<file path="config.mk">
export PLATFORM = sky130hd
export DESIGN_NAME = preemptive_priority_scheduler_core_flat
export DESIGN_NICKNAME = d
export VERILOG_FILES = /design/src/hdl/pps_pkg.sv /design/src/hdl/pps_if.sv /design/src/hdl/pps_pick.sv /design/src/hdl/preemptive_priority_scheduler_core.sv /design/src/flat_wrapper.sv
export SDC_FILE = /design/constraint.sdc
export NUM_CORES = 1
export LEC_CHECK = 0
export ABC_AREA = 0
export CAP_MARGIN = 25
export CORE_MARGIN = 5
export CORE_UTILIZATION = 50
export DETAILED_ROUTE_END_ITERATION = 7
export DONT_BUFFER_PORTS = 1
export HOLD_SLACK_MARGIN = 0.1
export PLACE_DENSITY_LB_ADDON = 0.05
export SYNTH_ARGS = -nofsm -noshare
export SYNTH_HDL_FRONTEND = slang
export SYNTH_HIERARCHICAL = 1
export SYNTH_SLANG_ARGS = --single-unit
</file>
<file path="constraint.sdc">
create_clock -name clk -period 5.2 [get_ports clk]
set_input_delay 0.78 -clock clk [delete_from_list [all_inputs] [get_ports clk]]
set_output_delay 0.78 -clock clk [all_outputs]
set_load 0.02 [all_outputs]
</file>
<file path="src/hdl/pps_pkg.sv">
// shared types and constants of the priority scheduler
package pps_pkg;

  localparam int ACT_W   = 2;
  localparam int ID_W    = 8;
  localparam int TIME_W  = 16;
  localparam int BURST_W = 12;
  localparam int PRIO_W  = 4;

  localparam logic [ACT_W-1:0] ACT_LOAD  = 2'd0;
  localparam logic [ACT_W-1:0] ACT_TICK  = 2'd1;
  localparam logic [ACT_W-1:0] ACT_CLEAR = 2'd2;

  localparam logic [TIME_W-1:0] TIME_MAX = 16'hFFFF;

  typedef struct packed {
    logic [ID_W-1:0]    id;
    logic [TIME_W-1:0]  arrival;
    logic [BURST_W-1:0] burst;
    logic [PRIO_W-1:0]  prio;
    logic [BURST_W-1:0] remaining;
  } slot_t;

endpackage

</file>
<file path="src/hdl/pps_if.sv">
// request and result channel interfaces of the priority scheduler
interface pps_in_if;
  logic                        valid;
  logic                        ready;
  logic [pps_pkg::ACT_W-1:0]   action;
  logic [pps_pkg::ID_W-1:0]    task_id;
  logic [pps_pkg::TIME_W-1:0]  arrival_time;
  logic [pps_pkg::BURST_W-1:0] burst_length;
  logic [pps_pkg::PRIO_W-1:0]  priority_level;

  modport source (
    output valid, action, task_id, arrival_time, burst_length, priority_level,
    input  ready
  );
  modport sink (
    input  valid, action, task_id, arrival_time, burst_length, priority_level,
    output ready
  );
endinterface

interface pps_out_if;
  logic                       valid;
  logic                       ready;
  logic [pps_pkg::TIME_W-1:0] tick_time;
  logic                       idle;
  logic [pps_pkg::ID_W-1:0]   running_id;
  logic                       finished;
  logic [pps_pkg::TIME_W-1:0] completion_time;
  logic [pps_pkg::TIME_W-1:0] wait_time;
  logic [pps_pkg::TIME_W-1:0] turnaround_time;
  logic                       all_done;

  modport source (
    output valid, tick_time, idle, running_id, finished, completion_time,
           wait_time, turnaround_time, all_done,
    input  ready
  );
  modport sink (
    input  valid, tick_time, idle, running_id, finished, completion_time,
           wait_time, turnaround_time, all_done,
    output ready
  );
endinterface

</file>
<file path="src/hdl/pps_pick.sv">
// running best-slot tracker fed one table entry per cycle during a scan
module pps_pick #(
  parameter int IDX_W = 4
) (
  input  logic                       clk,
  input  logic                       rst_n,
  input  logic                       start,
  input  logic                       ent_vld,
  input  pps_pkg::slot_t             ent,
  input  logic [IDX_W-1:0]           ent_idx,
  input  logic [pps_pkg::TIME_W-1:0] now,
  output logic                       found,
  output logic [IDX_W-1:0]           best_idx
);

  logic                      found_r, found_nxt;
  logic [IDX_W-1:0]          best_idx_r, best_idx_nxt;
  logic [pps_pkg::PRIO_W:0]  best_pri_r, best_pri_nxt;
  logic                      elig;

  assign elig = ent_vld && (ent.arrival <= now) && (ent.remaining != '0) &&
                ({1'b0, ent.prio} < best_pri_r);

  always_comb begin
    found_nxt    = found_r;
    best_idx_nxt = best_idx_r;
    best_pri_nxt = best_pri_r;
    if (start) begin
      found_nxt    = 1'b0;
      best_idx_nxt = '0;
      best_pri_nxt = {1'b1, {pps_pkg::PRIO_W{1'b0}}};
    end else if (elig) begin
      found_nxt    = 1'b1;
      best_idx_nxt = ent_idx;
      best_pri_nxt = {1'b0, ent.prio};
    end
  end

  always_ff @(posedge clk) begin
    if (!rst_n) begin
      found_r <= 1'b0;
    end else begin
      found_r <= found_nxt;
    end
    best_idx_r <= best_idx_nxt;
    best_pri_r <= best_pri_nxt;
  end

  assign found    = found_r;
  assign best_idx = best_idx_r;

endmodule

</file>
<file path="src/hdl/preemptive_priority_scheduler_core.sv">
// top level of the tick-driven preemptive priority scheduler
//
//   port     dir  carries
//   in_req   in   request: load task, tick or clear, with task fields
//   out_res  out  one result per tick request: running task and finish stats
//
// load and clear requests are taken in idle and leave the input ready; a tick holds the
// input not ready until its result is emitted, through the scan that reads the slot
// table one entry per cycle from one memory port with a registered read, then (if a task
// is eligible) a read-modify-write of the chosen slot; an empty table skips the reads.
// reset clears counters and time; slot contents stay undefined until loaded.
// a finished result waits in the output register while new requests are taken;
// a tick only stalls at its end if the previous result has not been taken.
module preemptive_priority_scheduler_core #(
  parameter int MAX_TASKS = 16
) (
  input  logic      clk,
  input  logic      rst_n,
  pps_in_if.sink    in_req,
  pps_out_if.source out_res
);

  localparam int IDX_W = (MAX_TASKS > 1) ? $clog2(MAX_TASKS) : 1;
  localparam int CNT_W = $clog2(MAX_TASKS + 1);
  localparam int TW    = pps_pkg::TIME_W;

  localparam logic [2:0] ST_IDLE = 3'd0;
  localparam logic [2:0] ST_SCAN = 3'd1;
  localparam logic [2:0] ST_READ = 3'd2;
  localparam logic [2:0] ST_UPD  = 3'd3;
  localparam logic [2:0] ST_EMIT = 3'd4;

  logic [2:0]        state_r, state_nxt;
  logic [CNT_W-1:0]  loaded_r, loaded_nxt;
  logic [CNT_W-1:0]  done_r, done_nxt;
  logic [TW-1:0]     time_r, time_nxt;
  logic [CNT_W-1:0]  iss_r, iss_nxt;
  logic              rd_vld_r, rd_vld_nxt;
  logic [IDX_W-1:0]  rd_idx_r, rd_idx_nxt;

  logic [TW-1:0]     comp_r, comp_nxt;
  logic [TW-1:0]     wait_r, wait_nxt;
  logic [pps_pkg::BURST_W-1:0] burst_r, burst_nxt;
  logic [pps_pkg::ID_W-1:0]    rid_r, rid_nxt;
  logic              fin_r, fin_nxt;

  logic              out_valid_r, out_valid_nxt;
  logic [TW-1:0]     o_tick_r, o_tick_nxt;
  logic              o_idle_r, o_idle_nxt;
  logic [pps_pkg::ID_W-1:0] o_rid_r, o_rid_nxt;
  logic              o_fin_r, o_fin_nxt;
  logic [TW-1:0]     o_comp_r, o_comp_nxt;
  logic [TW-1:0]     o_wait_r, o_wait_nxt;
  logic [TW-1:0]     o_turn_r, o_turn_nxt;
  logic              o_alld_r, o_alld_nxt;

  pps_pkg::slot_t    mem [MAX_TASKS];
  pps_pkg::slot_t    rdata_r;
  pps_pkg::slot_t    mem_wdata;
  logic              mem_we;
  logic [IDX_W-1:0]  mem_waddr;
  logic [IDX_W-1:0]  mem_raddr;

  logic              in_fire;
  logic              pick_start;
  logic              found;
  logic [IDX_W-1:0]  best_idx;

  logic [pps_pkg::BURST_W-1:0] rem_dec;
  logic [TW:0]       used;
  logic [TW:0]       comp_ext;
  logic [TW:0]       turn_sum;

  assign in_req.ready = (state_r == ST_IDLE);
  assign in_fire      = in_req.valid && in_req.ready;

  always_ff @(posedge clk) begin
    if (mem_we) begin
      mem[mem_waddr] <= mem_wdata;
    end
    rdata_r <= mem[mem_raddr];
  end

  pps_pick #(
    .IDX_W (IDX_W)
  ) u_pick (
    .clk      (clk),
    .rst_n    (rst_n),
    .start    (pick_start),
    .ent_vld  (rd_vld_r),
    .ent      (rdata_r),
    .ent_idx  (rd_idx_r),
    .now      (time_r),
    .found    (found),
    .best_idx (best_idx)
  );

  assign rem_dec  = rdata_r.remaining - pps_pkg::BURST_W'(1);
  assign used     = (TW+1)'(rdata_r.burst) + (TW+1)'(rdata_r.arrival);
  assign comp_ext = {1'b0, comp_r};
  assign turn_sum = {1'b0, wait_r} + (TW+1)'(burst_r);

  always_comb begin
    state_nxt     = state_r;
    loaded_nxt    = loaded_r;
    done_nxt      = done_r;
    time_nxt      = time_r;
    iss_nxt       = iss_r;
    rd_vld_nxt    = 1'b0;
    rd_idx_nxt    = rd_idx_r;
    comp_nxt      = comp_r;
    wait_nxt      = wait_r;
    burst_nxt     = burst_r;
    rid_nxt       = rid_r;
    fin_nxt       = fin_r;
    out_valid_nxt = out_valid_r && !out_res.ready;
    o_tick_nxt    = o_tick_r;
    o_idle_nxt    = o_idle_r;
    o_rid_nxt     = o_rid_r;
    o_fin_nxt     = o_fin_r;
    o_comp_nxt    = o_comp_r;
    o_wait_nxt    = o_wait_r;
    o_turn_nxt    = o_turn_r;
    o_alld_nxt    = o_alld_r;
    mem_we        = 1'b0;
    mem_waddr     = loaded_r[IDX_W-1:0];
    mem_wdata     = '{id:        in_req.task_id,
                      arrival:   in_req.arrival_time,
                      burst:     in_req.burst_length,
                      prio:      in_req.priority_level,
                      remaining: in_req.burst_length};
    mem_raddr     = '0;
    pick_start    = 1'b0;

    unique case (state_r)
      ST_IDLE: begin
        if (in_fire) begin
          unique case (in_req.action)
            pps_pkg::ACT_LOAD: begin
              if (loaded_r < CNT_W'(MAX_TASKS)) begin
                mem_we     = 1'b1;
                loaded_nxt = loaded_r + CNT_W'(1);
                if (in_req.burst_length == '0) begin
                  done_nxt = done_r + CNT_W'(1);
                end
              end
            end
            pps_pkg::ACT_TICK: begin
              iss_nxt    = '0;
              fin_nxt    = 1'b0;
              pick_start = 1'b1;
              state_nxt  = ST_SCAN;
            end
            pps_pkg::ACT_CLEAR: begin
              loaded_nxt = '0;
              done_nxt   = '0;
              time_nxt   = '0;
            end
            default: begin
            end
          endcase
        end
      end
      ST_SCAN: begin
        if (iss_r < loaded_r) begin
          mem_raddr  = iss_r[IDX_W-1:0];
          rd_vld_nxt = 1'b1;
          rd_idx_nxt = iss_r[IDX_W-1:0];
          iss_nxt    = iss_r + CNT_W'(1);
        end else if (!rd_vld_r) begin
          state_nxt = found ? ST_READ : ST_EMIT;
        end
      end
      ST_READ: begin
        mem_raddr = best_idx;
        comp_nxt  = (time_r == pps_pkg::TIME_MAX) ? pps_pkg::TIME_MAX :
                    time_r + TW'(1);
        state_nxt = ST_UPD;
      end
      ST_UPD: begin
        mem_we    = 1'b1;
        mem_waddr = best_idx;
        mem_wdata = rdata_r;
        mem_wdata.remaining = rem_dec;
        rid_nxt   = rdata_r.id;
        burst_nxt = rdata_r.burst;
        fin_nxt   = (rem_dec == '0);
        wait_nxt  = (comp_ext > used) ? TW'(comp_ext - used) : '0;
        if (rem_dec == '0) begin
          done_nxt = done_r + CNT_W'(1);
        end
        state_nxt = ST_EMIT;
      end
      ST_EMIT: begin
        if (!out_valid_r || out_res.ready) begin
          out_valid_nxt = 1'b1;
          o_tick_nxt    = time_r;
          o_idle_nxt    = !found;
          o_rid_nxt     = found ? rid_r : '0;
          o_fin_nxt     = found && fin_r;
          o_comp_nxt    = (found && fin_r) ? comp_r : '0;
          o_wait_nxt    = (found && fin_r) ? wait_r : '0;
          o_turn_nxt    = !(found && fin_r) ? '0 :
                          turn_sum[TW] ? pps_pkg::TIME_MAX : turn_sum[TW-1:0];
          o_alld_nxt    = (done_r == loaded_r);
          time_nxt      = (time_r == pps_pkg::TIME_MAX) ? pps_pkg::TIME_MAX :
                          time_r + TW'(1);
          state_nxt     = ST_IDLE;
        end
      end
      default: begin
        state_nxt = ST_IDLE;
      end
    endcase
  end

  always_ff @(posedge clk) begin
    if (!rst_n) begin
      state_r     <= ST_IDLE;
      loaded_r    <= '0;
      done_r      <= '0;
      time_r      <= '0;
      iss_r       <= '0;
      rd_vld_r    <= 1'b0;
      fin_r       <= 1'b0;
      out_valid_r <= 1'b0;
    end else begin
      state_r     <= state_nxt;
      loaded_r    <= loaded_nxt;
      done_r      <= done_nxt;
      time_r      <= time_nxt;
      iss_r       <= iss_nxt;
      rd_vld_r    <= rd_vld_nxt;
      fin_r       <= fin_nxt;
      out_valid_r <= out_valid_nxt;
    end
    rd_idx_r <= rd_idx_nxt;
    comp_r   <= comp_nxt;
    wait_r   <= wait_nxt;
    burst_r  <= burst_nxt;
    rid_r    <= rid_nxt;
    o_tick_r <= o_tick_nxt;
    o_idle_r <= o_idle_nxt;
    o_rid_r  <= o_rid_nxt;
    o_fin_r  <= o_fin_nxt;
    o_comp_r <= o_comp_nxt;
    o_wait_r <= o_wait_nxt;
    o_turn_r <= o_turn_nxt;
    o_alld_r <= o_alld_nxt;
  end

  assign out_res.valid           = out_valid_r;
  assign out_res.tick_time       = o_tick_r;
  assign out_res.idle            = o_idle_r;
  assign out_res.running_id      = o_rid_r;
  assign out_res.finished        = o_fin_r;
  assign out_res.completion_time = o_comp_r;
  assign out_res.wait_time       = o_wait_r;
  assign out_res.turnaround_time = o_turn_r;
  assign out_res.all_done        = o_alld_r;

endmodule
</file>
<file path="src/flat_wrapper.sv">
// flat-port wrapper written by rule: the top's interface ports become plain ports
module preemptive_priority_scheduler_core_flat 
#(
  parameter int MAX_TASKS = 16
)
  (clk, rst_n, in_req_valid, in_req_action, in_req_task_id, in_req_arrival_time, in_req_burst_length, in_req_priority_level, in_req_ready, out_res_valid, out_res_tick_time, out_res_idle, out_res_running_id, out_res_finished, out_res_completion_time, out_res_wait_time, out_res_turnaround_time, out_res_all_done, out_res_ready);
  pps_in_if in_req_i ();
  pps_out_if out_res_i ();
  input  logic clk;
  input  logic rst_n;
  input wire logic [$bits(in_req_i.valid)-1:0] in_req_valid;
  input wire logic [$bits(in_req_i.action)-1:0] in_req_action;
  input wire logic [$bits(in_req_i.task_id)-1:0] in_req_task_id;
  input wire logic [$bits(in_req_i.arrival_time)-1:0] in_req_arrival_time;
  input wire logic [$bits(in_req_i.burst_length)-1:0] in_req_burst_length;
  input wire logic [$bits(in_req_i.priority_level)-1:0] in_req_priority_level;
  output wire logic [$bits(in_req_i.ready)-1:0] in_req_ready;
  output wire logic [$bits(out_res_i.valid)-1:0] out_res_valid;
  output wire logic [$bits(out_res_i.tick_time)-1:0] out_res_tick_time;
  output wire logic [$bits(out_res_i.idle)-1:0] out_res_idle;
  output wire logic [$bits(out_res_i.running_id)-1:0] out_res_running_id;
  output wire logic [$bits(out_res_i.finished)-1:0] out_res_finished;
  output wire logic [$bits(out_res_i.completion_time)-1:0] out_res_completion_time;
  output wire logic [$bits(out_res_i.wait_time)-1:0] out_res_wait_time;
  output wire logic [$bits(out_res_i.turnaround_time)-1:0] out_res_turnaround_time;
  output wire logic [$bits(out_res_i.all_done)-1:0] out_res_all_done;
  input wire logic [$bits(out_res_i.ready)-1:0] out_res_ready;
  assign in_req_i.valid = in_req_valid;
  assign in_req_i.action = in_req_action;
  assign in_req_i.task_id = in_req_task_id;
  assign in_req_i.arrival_time = in_req_arrival_time;
  assign in_req_i.burst_length = in_req_burst_length;
  assign in_req_i.priority_level = in_req_priority_level;
  assign in_req_ready = in_req_i.ready;
  assign out_res_valid = out_res_i.valid;
  assign out_res_tick_time = out_res_i.tick_time;
  assign out_res_idle = out_res_i.idle;
  assign out_res_running_id = out_res_i.running_id;
  assign out_res_finished = out_res_i.finished;
  assign out_res_completion_time = out_res_i.completion_time;
  assign out_res_wait_time = out_res_i.wait_time;
  assign out_res_turnaround_time = out_res_i.turnaround_time;
  assign out_res_all_done = out_res_i.all_done;
  assign out_res_i.ready = out_res_ready;
  preemptive_priority_scheduler_core #(.MAX_TASKS(MAX_TASKS)) u_core (.clk(clk), .rst_n(rst_n), .in_req(in_req_i), .out_res(out_res_i));
endmodule
</file>
### After elaboration in Yosys (flattened, before gate mapping)

Memories as Yosys holds them, arrays and structs flattened. A register that Yosys moved wholly into a read port is not among the register bits.
Index checks and enable logic that the tools add are counted.

| word-level totals | value |
|---|---|
| flip-flop bits (word level) | 178 |
| bits in writable memories | 832 |
| output and inout port bits | 77 |
| memories | 1 |
| input bits | 46 |

Memories:

| memory | depth | bits a word | rd ports | clocked after memory_dff | write ports | RTL line | source |
|---|---|---|---|---|---|---|---|
| u_core.mem | 16 | 52 | 1 | 1 | 1 | preemptive_priority_scheduler_core.sv:57 | `pps_pkg::slot_t mem [MAX_TASKS];` |

| operators by class | value |
|---|---|
| equal/unequal tests | 20 |
| reduce and logical (&&, ||, !) cells | 29 |
| bitwise operators | 1 |
| $add $sub $neg | 8 |
| multiplexer cells | 44 |
| order comparisons | 5 |

Operators by type and width:

| kind | number |
|---|---|
| 2-to-1 mux 16 bit | 5 |
| 2-to-1 mux 52 bit | 1 |
| 2-to-1 mux 5 bit | 8 |
| case mux 5 bit (2 select lines) | 4 |
| case mux 16 bit (2 select lines) | 1 |
| logical NOT 12 bit | 2 |
| 2-to-1 mux 3 bit | 6 |
| adder 12 x 16 -> 17 bit | 1 |
| adder 16 x 12 -> 17 bit | 1 |
| > comparator 16 x 17 -> 1 bit | 1 |
| adder 16 x 1 -> 16 bit (second input constant) | 1 |
| equality test 16 bit (second input constant) | 1 |
| <= comparator 16 bit | 1 |
| subtractor 16 bit | 1 |
| adder 5 x 1 -> 5 bit (second input constant) | 3 |
| case mux 3 bit (5 select lines) | 1 |
| 2-to-1 mux 1 bit | 13 |
| AND reduction 4 bit | 3 |
| nonzero test 12 bit | 1 |
| subtractor 12 x 1 -> 12 bit (second input constant) | 1 |
| inequality test 2 bit (second input constant) | 5 |
| inequality test 3 bit (second input constant) | 3 |
| 2-to-1 mux 4 bit | 2 |
| inequality test 2 x 1 -> 1 bit (second input constant) | 4 |
| 23 further kinds | 37 |

### Logic depth before layout (Yosys ltp)

| depth | value |
|---|---|
| depth after elaboration | 7 |
| mapped depth | 17 |
| gate-level depth less buffers | 16 |

### Hierarchy

The synthesis kept the hierarchy.

Modules (own cells, without submodules):

| module | times used | cells each | area an instance (µm²) |
|---|---|---|---|
| preemptive_priority_scheduler_core | 1 | 2853 | 42886.1 |
| pps_pick | 1 | 162 | 1247.4 |

### Least setup slack after synthesis

Ideal clock, no wire load.

| path | value |
|---|---|
| path type | flip-flop to flip-flop |
| start | reg u_core.state_r[0] |
| end | mem u_core/mem[2][0] (netlist name), enable pin |
| path buffers | 1 |
| path slack | 620 ps |
| setup time | 462 ps |
| stages on the path, launching flop included | 9 |
| data arrival time | 4118 ps |
| data required time | 4738 ps |
| cells stage by stage | dfxtp_1 -> clkbuf_1 -> or3_1 -> inv_2 -> nand2_1 -> nor4_1 -> nand2b_1 -> o22a_1 -> nor2_1 |

| on the way | value |
|---|---|
| cells in the longest elaborated chain, start to end | 6 |

RTL lines:

| what | RTL line | source |
|---|---|---|
| start: declaration | preemptive_priority_scheduler_core.sv:33 | `logic [2:0] state_r, state_nxt;` |
| start signal: assignment | preemptive_priority_scheduler_core.sv:228 | `state_r <= state_nxt;` |
| logical NOT 3 bit * | preemptive_priority_scheduler_core.sv:74 | `assign in_req.ready = (state_r == ST_IDLE);` |
| named net in_req_ready | flat_wrapper.sv:17 | `output wire logic [$bits(in_req_i.ready)-1:0] in_req_ready;` |
| logical AND 1 bit | preemptive_priority_scheduler_core.sv:75 | `assign in_fire = in_req.valid && in_req.ready;` |
| 2-to-1 mux 1 bit | preemptive_priority_scheduler_core.sv:137 | `if (in_fire) begin` |
| case mux 1 bit (2 select lines) * | preemptive_priority_scheduler_core.sv:135 | `unique case (state_r)` |
| 2-to-1 mux 1 bit * | preemptive_priority_scheduler_core.sv:78 | `if (mem_we) begin` |
| 2-to-1 mux 1 bit (implied by the code) * | preemptive_priority_scheduler_core.sv:79 | `mem[mem_waddr] <= mem_wdata;` |
| end: declaration | preemptive_priority_scheduler_core.sv:57 |  |

The timed path passes the listed nets; every way through them passes the cells marked *.

### Worst setup path in the final report

| path | value |
|---|---|
| start | reg u_core.loaded_r[1] |
| end | reg u_core/rdata_r[25] (netlist name) |

| on the way | value |
|---|---|
| cells in the longest elaborated chain, start to end | 3 |

RTL lines:

| what | RTL line | source |
|---|---|---|
| start: declaration | preemptive_priority_scheduler_core.sv:34 | `logic [CNT_W-1:0] loaded_r, loaded_nxt;` |
| start signal: assignment | preemptive_priority_scheduler_core.sv:229 | `loaded_r <= loaded_nxt;` |
| less-than comparator 5 bit | preemptive_priority_scheduler_core.sv:165 | `if (iss_r < loaded_r) begin` |
| 2-to-1 mux 4 bit | preemptive_priority_scheduler_core.sv:165 |  |
| case mux 4 bit (2 select lines) | preemptive_priority_scheduler_core.sv:135 |  |

No other way between the ends.
A chain may end at the register's enable or synchronous reset.

==> results.py <==
metrics = {
    "status": {
        "outcome": "complete, no violations",
    },
    "clock_network": {
        "cts_setup_buffers": 0,
        "hold_buffers": 0,
        "h-tree-depth": 3,
        "cts_made_buffers": 110,
        "insertion_delay_ns": 0.68,
        "cts_buffer_depth": 3,
        "cts_root_buf": "clkbuf_16",
        "clock_sinks": 1062,
        "cts_resized": 0,
        "path_clk_slew_ns": 0.06,
        "cts_tree": "built",
    },
    "hold_path": {
        "hp-class": "in2reg",
        "hold_start": "rst_n",
    },
    "worst_setup_path": {
        "r2r_start": "u_core/loaded_r[1]$_SDFFE_PN0P_",
        "critPathSlowestCell": "a2111oi_0",
        "crit_type": "reg2reg",
        "cpMostUsedCell": "buf_4",
        "worstPathArrival_ns": 4.98,
        "critPathLaunch": "u_core/loaded_r[1]$_SDFFE_PN0P_",
        "endpoint_kind": "flip-flop",
        "critPathMaxFanout": 22,
        "critPathMaxStageDelay_ns": 0.60,
        "start_kind": "flip-flop",
        "crit_required_ns": 5.65,
        "cp_cell_sequence": "inv_1 > ha_1 > nand2_1 > o21ai_1 > a2111oi_1 > buf_4 > o221ai_4 > buf_4 > buf_4 > a21oi_1 > a2111oi_0 > nand3_1",
    },
    "job": {
        "drv_cap": 0,
    },
    "logic_synthesis": {
        "synth_ff_type": "edfxtp_1",
        "synth-warning-count": 6,
        "syn-num-nets": 3133,
        "synth_seq_area_share": 0.700,
        "synthXorXnorAreaFrac": 0.0123,
        "synth_area_mm2": 0.0441,
        "synth-seq-cells": 1062,
        "synth_top_family_by_area": "simple AND/OR/NAND/NOR gates",
        "yosys.area.top_type_share": 0.655,
        "synthAdderAreaFrac": 0.0209,
        "synth-edff-count": 963,
        "synth_largest_area_cell": "edfxtp_1",
        "synthTopCellsByArea": "edfxtp_1 (66%), mux4_2 (5.3%), dfxtp_1 (4.5%), nand3_1 (2.6%), nand2_1 (2.5%)",
        "synth-simple-area-share": 0.0921,
        "synth.area.mux_share": 0.0705,
        "synth_compound_area_frac": 0.0826,
        "synth.avg_cell_area_um2": 14.6,
        "ys_async_sr_fraction": 0,
        "ys_types": 78,
        "syn-instance-count": 3015,
    },
    "floorplan": {
        "initial_core_util": 0.502,
        "core_area_mm2": 0.0880,
        "ioPinCount": 123,
        "die_area_mm2": 0.0943,
        "die_w_um": 307,
        "die_height_um": 307,
        "rows": 109,
    },
    "power_and_ir_drop": {
        "p_per_area_mw_per_mm2": 350,
        "finalPower_uw": 17400,
        "irDropWorstVdd_uv": 233,
        "leakage_uw": 0.0169,
    },
    "drt": {
        "routedWlPerCell_um": 27.8,
        "drcViolationCount": 0,
        "wl_um": 119000,
        "routed_via_density": 6.25,
        "drtAntennaViolNets": 0,
        "dr_total_vias": 26800,
        "dr.pass1.iters": 5,
        "initialDrtViolationCount": 2534,
    },
    "sta": {
        "finClkSkew_ns": 0.0238,
        "drv_slew": 0,
        "hold_viol": 0,
        "period_minus_slack_ns": 4.54,
        "worstMarginPinSlew_ns": 1.10,
        "setup_viol": 0,
        "grt_setup_unrepaired": "no",
        "setup_tns_ns": 0,
        "period_share": 0.873,
        "slew_headroom": 0.268,
        "fin_ws_ns": 0.661,
        "fmax_ghz": 0.220,
    },
    "placement": {
        "hpwl_um": 67000,
        "numPortBuffers": 0,
        "place.gp.congestion": 0.873,
        "postPlaceCellArea_mm2": 0.0460,
        "place_ws_ns": 0.703,
    },
    "global_route": {
        "grt_pass1_wl_um": 177000,
        "grt_max_degree": 157,
        "overflow": 0,
        "grt_pass1_vias": 26800,
        "grt_usage": 0.250,
        "grt_antenna_before_repair": 6,
    },
    "cells_and_area": {
        "area_growth_syn_to_layout_pct": 12.2,
        "fin_area_mm2": 0.0495,
        "final_util": 0.563,
        "final_layout_size_suffix_gt1_frac": 0.141,
        "nNetsFinal": 3145,
    },
}
cell usage in the layout, fill, tap and decap left out, types with 30 or more instances in the layout:
master,synthesis,final
buf_12,0,30
mux4_2,104,104
nand3_1,232,232
edfxtp_1,963,963
a21oi_1,156,155
o21ai_0,198,198
buf_4,2,46
clkbuf_16,0,111
nand2_1,294,293
ha_1,69,69
a211oi_1,69,69
mux2_4,34,34
a2111oi_0,50,50
nor2_1,99,82
xor2_1,33,33
dfxtp_1,99,98
inv_1,48,48
and3_1,41,40
path summary, 6_finish.rpt:
check | end | slack, ns | cells after the start
min reg2reg | u_core/rid_r[3]$_DFFE_PP_ | 0.44 | 0
max reg2reg | u_core/rdata_r[25]$_DFF_P_ | 0.66 | 12
max | u_core/rdata_r[25]$_DFF_P_ | 0.66 | 12
min | u_core/loaded_r[1]$_SDFFE_PN0P_ | 0.23 | 1
logic make-up after synthesis:
kind of cell,Yosys count
flip-flops,1062
AND/OR/NAND/NOR,845
AO/OA/AOI/OAI,586
buffers and inverters,227
multiplexers,161
adder cells (fa/ha/maj),72
XOR/XNOR,62
sequential cells by signal (all words and copies together), names as in the netlist, 5 cells and up:
| register | cells |
|---|---|
| u_core/burst_r | 12 |
| u_core/wait_r | 16 |
| u_core/mem | 832 |
| u_core/out_res.completion_time | 16 |
| u_core/comp_r | 16 |
| u_core/out_res.turnaround_time | 16 |
| u_core/rid_r | 8 |
| u_core/out_res.tick_time | 16 |
| u_core/out_res.running_id | 8 |
| u_core/done_r | 5 |
| u_core/time_r | 16 |
| u_core/out_res.wait_time | 16 |
| u_core/iss_r | 5 |
| u_core/u_pick/best_pri_r | 5 |
| u_core/rdata_r | 52 |
| u_core/loaded_r | 5 |
report_power, final:
group	switching, µW	total (µW)	internal, µW
logic	260	379	119
clock network	3250	7610	4360
registers	41.3	9370	9330
cells in the mapped netlist, drive strengths merged (10+ instances only):
| library cell | n |
|---|---|
| xor2 | 33 |
| dfxtp | 99 |
| mux2 | 55 |
| a211oi | 70 |
| mux4 | 104 |
| a31oi | 14 |
| xnor2 | 29 |
| inv | 50 |
| and2 | 23 |
| nand3 | 232 |
| edfxtp | 963 |
| a22oi | 18 |
| nand2b | 16 |
| buf | 48 |
| nand4 | 23 |
| ha | 69 |
| o2111ai | 10 |
| and3 | 41 |
| nor2 | 101 |
| o21ai | 205 |
| clkbuf | 129 |
| o21a | 11 |
| nor2b | 29 |
| or3 | 16 |
| a21oi | 157 |
| nand2 | 294 |
| nor3 | 25 |
| a2111oi | 54 |
layer usage:
metal  track usage  wire (µm)  vias to the layer above  part of all wire
met3        0.0393       9160                      180             0.077
li1              -          -                    11700                 -
met5             0         13                        -           0.00011
met4        0.0703       2830                        2             0.024
met1         0.349      49400                    13800              0.41
met2         0.413      57900                     1130              0.49
cell type report:
class	count	area (µm²)
clock inverters	62	532
well taps	1165	1460
fillers	6961	38400
flip-flops and latches	1062	30900
repair buffers	77	973
clock buffers	145	2970
diodes	2	5.00
multi-input cells	1726	12500
inverters	50	189
critical path: cells and delay by family (launching register included):
family,cells,cell delay (ns)
adder cells (fa/ha/maj),1,0.31
flip-flops,1,0.49
AND/OR/NAND/NOR,2,0.46
buffers and inverters,4,1.30
AO/OA/AOI/OAI,5,1.70
stage by stage:
stage | cells | hold slack (ns)
after floorplan | 3015 | 0.408
after global placement | 4074 | 0.419
after detailed placement | 4077 | 0.423
after CTS | 4284 | 0.186
after global routing | 4287 | 0.204
final | 4289 | 0.232
(Power assumes the default switching activity.)
